<file path="config.mk">
export PLATFORM = sky130hd
export DESIGN_NAME = fnv_rotate_word_hash64
export DESIGN_NICKNAME = d
export VERILOG_FILES = /design/src/design/fnvrw_pkg.sv /design/src/design/fnvrw_datapath.sv /design/src/design/fnv_rotate_word_hash64.sv
export SDC_FILE = /design/constraint.sdc
export NUM_CORES = 2
export LEC_CHECK = 0
export ABC_AREA = 1
export BUFFER_PORTS_ARGS = -buffer_cell sky130_fd_sc_hd__buf_2
export CORE_MARGIN = 3
export CORE_UTILIZATION = 55
export CTS_BUF_LIST = sky130_fd_sc_hd__clkbuf_2 sky130_fd_sc_hd__clkbuf_4 sky130_fd_sc_hd__clkbuf_8
export DETAILED_ROUTE_END_ITERATION = 10
export PLACE_DENSITY = 0.82
export SLEW_MARGIN = 20
export SYNTH_ARGS = -nofsm -noshare
export SYNTH_HDL_FRONTEND = slang
export SYNTH_SLANG_ARGS = --single-unit
</file>
<file path="constraint.sdc">
create_clock -name i_clk -period 6.6 [get_ports i_clk]
set_input_delay 0.33 -clock i_clk [delete_from_list [all_inputs] [get_ports i_clk]]
set_output_delay 0.33 -clock i_clk [all_outputs]
set_load 0.005 [all_outputs]
</file>
<file path="src/design/fnvrw_pkg.sv">
// Shared types, constants, microcode table and mixing functions for the word hash block.
package fnvrw_pkg;

    localparam logic [63:0] FNV_BASIS  = 64'hCBF29CE484222325;
    localparam int unsigned ROT_LEFT   = 31;
    localparam int unsigned FOLD_SHIFT = 33;
    localparam logic [3:0]  WORD_BYTES = 4'd8;

    typedef enum logic [1:0] {
        DP_NOP,
        DP_WORD,
        DP_BYTE,
        DP_EMIT
    } t_dp_op;

    typedef enum logic [1:0] {
        JC_FETCH,
        JC_LOOP,
        JC_LAST,
        JC_EMIT
    } t_jcond;

    typedef logic [1:0] t_step;

    localparam t_step ST_FETCH = 2'd0;
    localparam t_step ST_BYTE  = 2'd1;
    localparam t_step ST_WORD  = 2'd2;
    localparam t_step ST_CLOSE = 2'd3;

    typedef struct packed {
        logic   accept;
        t_dp_op op;
        t_jcond cond;
        t_step  target;
    } t_uop;

    typedef struct packed {
        logic   load;
        t_dp_op op;
    } t_dp_ctl;

    typedef struct packed {
        logic more;
        logic last;
    } t_dp_sts;

    // Control store: one micro-instruction per step.
    function automatic t_uop uop_rom(t_step step);
        t_uop u;
        unique case (step)
            ST_FETCH: u = '{accept: 1'b1, op: DP_NOP,  cond: JC_FETCH, target: ST_WORD};
            ST_BYTE:  u = '{accept: 1'b0, op: DP_BYTE, cond: JC_LOOP,  target: ST_BYTE};
            ST_WORD:  u = '{accept: 1'b0, op: DP_WORD, cond: JC_LAST,  target: ST_CLOSE};
            ST_CLOSE: u = '{accept: 1'b0, op: DP_EMIT, cond: JC_EMIT,  target: ST_FETCH};
            default:  u = '{accept: 1'b0, op: DP_NOP,  cond: JC_LAST,  target: ST_FETCH};
        endcase
        return u;
    endfunction

    // Multiply by the FNV-64 prime 2^40 + 0x1B3, modulo 2^64, as a constant shift-add.
    function automatic logic [63:0] mul_prime(logic [63:0] x);
        return (x << 40) + (x << 8) + (x << 7) + (x << 5) + (x << 4) + (x << 1) + x;
    endfunction

    function automatic logic [63:0] rot_fold(logic [63:0] m);
        logic [63:0] r;
        r = (m << ROT_LEFT) | (m >> (64 - ROT_LEFT));
        return r ^ (r >> FOLD_SHIFT);
    endfunction

endpackage

</file>
<file path="src/design/fnvrw_datapath.sv">
// Hash datapath: running hash, word and byte-count registers and the word and byte mix logic.
module fnvrw_datapath (
    input  logic                     i_clk,
    input  logic                     i_rst_n,
    input  fnvrw_pkg::t_dp_ctl       i_ctl,
    input  logic [63:0]              i_data_word,
    input  logic [3:0]               i_byte_count,
    input  logic                     i_last_word,
    output fnvrw_pkg::t_dp_sts       o_sts,
    output logic [63:0]              o_hash
);
    import fnvrw_pkg::*;

    logic [63:0] r_hash;
    logic [63:0] r_word;
    logic [3:0]  r_cnt;
    logic        r_last;
    logic [63:0] s_word_mix;
    logic [63:0] s_byte_mix;

    assign s_word_mix = rot_fold(mul_prime(r_hash ^ r_word));
    assign s_byte_mix = mul_prime(r_hash ^ {56'd0, r_word[7:0]});

    always_ff @(posedge i_clk) begin
        if (!i_rst_n) begin
            r_hash <= FNV_BASIS;
        end else begin
            case (i_ctl.op)
                DP_WORD: r_hash <= s_word_mix;
                DP_BYTE: r_hash <= s_byte_mix;
                DP_EMIT: r_hash <= FNV_BASIS;
                default: r_hash <= r_hash;
            endcase
        end
    end

    always_ff @(posedge i_clk) begin
        if (i_ctl.load) begin
            r_word <= i_data_word;
            r_cnt  <= i_byte_count[3] ? WORD_BYTES : i_byte_count;
            r_last <= i_last_word;
        end else if (i_ctl.op == DP_BYTE) begin
            r_word <= r_word >> 8;
            r_cnt  <= r_cnt - 4'd1;
        end
    end

    assign o_sts.more = (r_cnt > 4'd1);
    assign o_sts.last = r_last;
    assign o_hash     = r_hash;

endmodule

</file>
<file path="src/design/fnv_rotate_word_hash64.sv">
// Top level of the 64-bit word hash: microcoded sequencer, datapath and output register.
//
// Usage: a message enters on the slave stream as 64-bit words, first byte in the
// low bits. tdata carries the word in bits 63:0 and the byte count in 67:64; tlast
// closes the message. A count of 8 or more is a full word, 1 to 7 is a tail mixed
// byte by byte, 0 is an empty word that may only close a message.
// The master stream returns one 64-bit hash per message, after the closing word.
//
// Sequencing: a short control program steps through the mix datapath one step per
// cycle while neither the input nor the output stalls it. A full word takes a fetch
// and one word mix step; a tail takes a fetch and one byte step per byte; an empty
// word takes only the fetch. A closing word adds one emit step, which loads the output register.
// Reset returns the sequencer to fetch, clears the output valid and loads the
// offset basis. A stalled receiver holds the hash in the output register; the
// next message is taken and mixed meanwhile, and only its emit step waits.
module fnv_rotate_word_hash64 (
    input  logic        i_clk,
    input  logic        i_rst_n,
    input  logic        i_s_axis_tvalid,
    output logic        o_s_axis_tready,
    input  logic [71:0] i_s_axis_tdata,   // data_word[63:0], byte_count[67:64], zero pad
    input  logic        i_s_axis_tlast,   // last_word
    output logic        o_m_axis_tvalid,
    input  logic        i_m_axis_tready,
    output logic [63:0] o_m_axis_tdata    // hash_value[63:0]
);
    import fnvrw_pkg::*;

    t_step       r_step;
    t_step       n_step;
    t_uop        s_uop;
    t_dp_ctl     s_ctl;
    t_dp_sts     s_sts;
    logic        s_in_acc;
    logic        s_out_free;
    logic        s_go;
    logic [63:0] s_hash;
    logic [3:0]  s_count;
    logic        r_ovalid;
    logic        n_ovalid;
    logic [63:0] r_out;

    assign s_uop           = uop_rom(r_step);
    assign o_s_axis_tready = s_uop.accept;
    assign s_in_acc        = i_s_axis_tvalid && s_uop.accept;
    assign s_out_free      = !r_ovalid || i_m_axis_tready;
    assign s_count         = i_s_axis_tdata[67:64];

    always_ff @(posedge i_clk) begin
        if (!i_rst_n) begin
            r_step   <= ST_FETCH;
            r_ovalid <= 1'b0;
        end else begin
            r_step   <= n_step;
            r_ovalid <= n_ovalid;
        end
    end

    always_comb begin
        n_step = r_step;
        s_go   = 1'b1;
        unique case (s_uop.cond)
            JC_FETCH: begin
                s_go = s_in_acc;
                if (s_in_acc) begin
                    if (s_count[3]) begin
                        n_step = s_uop.target;
                    end else if (s_count != 4'd0) begin
                        n_step = ST_BYTE;
                    end else if (i_s_axis_tlast) begin
                        n_step = ST_CLOSE;
                    end else begin
                        n_step = ST_FETCH;
                    end
                end
            end
            JC_LOOP: begin
                if (s_sts.more) begin
                    n_step = s_uop.target;
                end else begin
                    n_step = s_sts.last ? ST_CLOSE : ST_FETCH;
                end
            end
            JC_LAST: begin
                n_step = s_sts.last ? s_uop.target : ST_FETCH;
            end
            JC_EMIT: begin
                s_go   = s_out_free;
                n_step = s_out_free ? s_uop.target : r_step;
            end
            default: begin
                n_step = ST_FETCH;
            end
        endcase
    end

    assign s_ctl.load = s_in_acc;
    assign s_ctl.op   = s_go ? s_uop.op : DP_NOP;

    always_comb begin
        n_ovalid = r_ovalid;
        if (s_ctl.op == DP_EMIT) begin
            n_ovalid = 1'b1;
        end else if (i_m_axis_tready) begin
            n_ovalid = 1'b0;
        end
    end

    always_ff @(posedge i_clk) begin
        if (s_ctl.op == DP_EMIT) begin
            r_out <= s_hash;
        end
    end

    fnvrw_datapath u_datapath (
        .i_clk        (i_clk),
        .i_rst_n      (i_rst_n),
        .i_ctl        (s_ctl),
        .i_data_word  (i_s_axis_tdata[63:0]),
        .i_byte_count (s_count),
        .i_last_word  (i_s_axis_tlast),
        .o_sts        (s_sts),
        .o_hash       (s_hash)
    );

    assign o_m_axis_tvalid = r_ovalid;
    assign o_m_axis_tdata  = r_out;

endmodule

</file>
==> results.cfg <==
[final_layout]
drive_gt1_share_pct = 7.92
fin_nets = 5064
postLayoutCoreUtil_pct = 60.6
finalInstanceArea_um2 = 34300
area_growth_pct = 8.57

[sta]
rsz0062_at_grt = false
fin_ws_ns = 0.285
fin_skew_ns = 0.0252
worstMarginPinSlew_ns = 1.10
finalSetupTns_ns = 0
hold_violations = 0
fin_crit_ns = 6.32
setup_viol = 0
slew_viol_final = 0
max-slew-margin-rel_pct = 26.4
timing.final.crit_share_pct = 95.7
fmax_mhz = 158

[drt]
vias_per_cell = 5.67
wirelength_um = 121000
dr.first_iter.drc_count = 3324
drc = 0
vias = 28800
firstDrtPassIters = 6
avgRoutedWirePerCell_um = 23.7
ant_nets = 0

[worst_setup_path]
cpMostUsedCell = inv_1
r2r_setup_slack_ns = 0.28
crit_fanout = 6
arrival_ns = 6.76
crit_required_ns = 7.04
worstReg2RegStart = u_datapath.o_hash[3]
rr_worst_depth = 23
path_cells = xnor2_1 > buf_4 > xnor2_1 > inv_1 > ha_1 > nor2_1 > inv_1 > fa_1 > inv_1 > fa_1 > inv_1 > ha_1 > ha_1 > a21oi_1 > o21bai_1 > a21oi_1 > nand2_2 > nand2_1 > nand2_1 > o21ai_0 > nand2_1 > inv_1 > a21oi_1
critPathSlowestCell = xnor2_1
end_kind = register
crit_start = u_datapath.o_hash[3]
cp-endpoint = u_datapath.o_hash[22]
crit_type = reg2reg
r2r-end = u_datapath.o_hash[22]
critPathLaunchType = register
max_stage_delay_ns = 0.88

[place]
dp_slack_ns = 0.557
dp_hpwl_um = 104000
io_buffers = 138
placed_cell_area_um2 = 33800
globalplace.congestion = 1.07

[synth]
syn_area_um2 = 31600
synth_warnings = 0
synth_fp_nets = 4849
synth_top_area_share_pct = 29.3
ys_seq_area_share_pct = 16.9
synth.most_common_cell = inv_1
async_reset_ff_share_pct = 0
synthTopCellsByCount = inv_1 (1027), nand2_1 (830), fa_1 (463)
synth_ff_type = edfxtp_1
ys_top_cells_by_area = fa_1 (29%), edfxtp_1 (13%), inv_1 (12%)
synthDistinctLibCells = 53
avgSynthCellArea_um2 = 7.72
synth-edff-count = 133
synthCells = 4091
synth_area_leader_cell = fa_1
ys_seq_elements = 200

[clocking]
cts_max_path_buffers = 2
clkSinkCount = 200
numCtsBuffers = 17
post_cts_buffers = 0
cts-resized-gates = 0
h-tree-depth = 4
clockRootBuffer = clkbuf_8
clkLatencyLatePin_ns = 0.54
cts-hold-fix-buffers = 1
cts_tree = done
cts.clk_slew.worst_paths_ns = 0.14

[global_route]
grt_remaining_overflow = 0
grt_max_degree = 69
antenna_found_initial = 2
grt_pass1_vias = 28100
grt_pass1_wl_um = 176000
grt_usage_pct = 40.4

[floorplanning]
placementRows = 87
coreArea_um2 = 56600
initial_core_util_pct = 55.8
dieHeight_um = 246
die_area_um2 = 60400
fp.dieW_um = 246
io_pins = 143

[worst_hold_path]
hold_path.class = in2reg

[outcome]
status = finished, final reports clean

[run]
drv_cap = 0
==> logic make-up (layout without fill, tap and decap cells) <==
logic type	count (synthesis)	after routing	share of synthesized area (%)
XOR/XNOR	134	134	3.76
AO/OA/AOI/OAI	566	566	9.69
other	0	1	0
flip-flops	200	200	16.9
adder cells (fa/ha/maj)	681	681	38.0
buffers and inverters	1083	1311	12.9
AND/OR/NAND/NOR	1427	1427	18.8
==> placed cells by master, fill, tap and decap left out, types with 11 or more instances in the layout <==
| master | synthesis | layout |
|---|---|---|
| xnor2_1 | 61 | 61 |
| buf_2 | 6 | 138 |
| o21ai_0 | 207 | 207 |
| a21o_1 | 17 | 17 |
| nor2_2 | 13 | 12 |
| nor2_1 | 289 | 289 |
| nor3_1 | 17 | 17 |
| nand2_2 | 17 | 18 |
| nand2_1 | 830 | 828 |
| nand4_1 | 22 | 22 |
| inv_1 | 1027 | 1027 |
| o21a_1 | 11 | 11 |
| a21oi_1 | 262 | 262 |
| clkbuf_8 | 0 | 17 |
| o21bai_1 | 22 | 22 |
| edfxtp_1 | 133 | 133 |
| ha_1 | 218 | 218 |
| o21ai_1 | 15 | 15 |
| fa_1 | 463 | 463 |
| xor2_1 | 71 | 71 |
| buf_4 | 2 | 103 |
| dfxtp_1 | 67 | 67 |
| nand3b_1 | 12 | 12 |
| nand3_1 | 187 | 187 |
==> worst max-delay path: cells and delay by family (launching register included) <==
family	cells	cell delay, ns
buffers and inverters	6	0.73
AND/OR/NAND/NOR	5	0.80
AO/OA/AOI/OAI	5	1.41
adder cells (fa/ha/maj)	5	1.85
XOR/XNOR	2	1.02
flip-flops	1	0.40
==> worst min-delay path by stage <==
stage / start / endpoint / slack [ns] / depth (start not counted)
global route: i_s_axis_tdata[32] / u_datapath.r_word[32] / 0.04 / 3
global placement: u_datapath.o_hash[6] / o_m_axis_tdata[6] / 0.51 / 0
floorplan: i_s_axis_tlast / u_datapath.r_last / 0.43 / 0
CTS: i_s_axis_tdata[40] / u_datapath.r_word[40] / 0.02 / 3
finish: i_s_axis_tdata[44] / u_datapath.r_word[44] / 0.04 / 3
detailed placement: u_datapath.o_hash[6] / o_m_axis_tdata[6] / 0.52 / 0
==> routing by layer <==
layer / up-vias / global-route usage (%) / wire [um] / share of wire [%]
li1: 12900 / - / - / -
met1: 13800 / 56.0 / 48000 / 40
met2: 1736 / 59.9 / 50500 / 42
met3: 305 / 10.1 / 14900 / 12
met4: 0 / 18.5 / 7050 / 5.8
met5: - / 0 / 0 / 0
==> flip-flops by register name, summed over array words and instances (netlist names) <==
register,flops
u_datapath.r_cnt,4
o_m_axis_tvalid,1
u_datapath.o_hash,64
u_datapath.r_last,1
r_step,2
o_m_axis_tdata,64
u_datapath.r_word,64
==> area by class of cell <==
class / instances / area (um2)
repair buffers: 242 / 1470
clock inverters: 15 / 234
fillers: 5129 / 22300
multi-input cells: 2808 / 22200
clock buffers: 17 / 234
flip-flops and latches: 200 / 5340
inverters: 1037 / 3890
diodes: 1 / 2.50
well taps: 756 / 946
==> metrics by stage <==
step                      instances  hold slack (ns)
after floorplan                4091            0.429
after global placement         5042            0.508
after detailed placement       5042            0.518
after CTS                      5075           0.0195
after global routing           5075           0.0352
final                          5076           0.0390
Power is left out: the tool's default activity adds up to more than one toggle a clock period on the data nets, which glitch-free logic cannot reach.
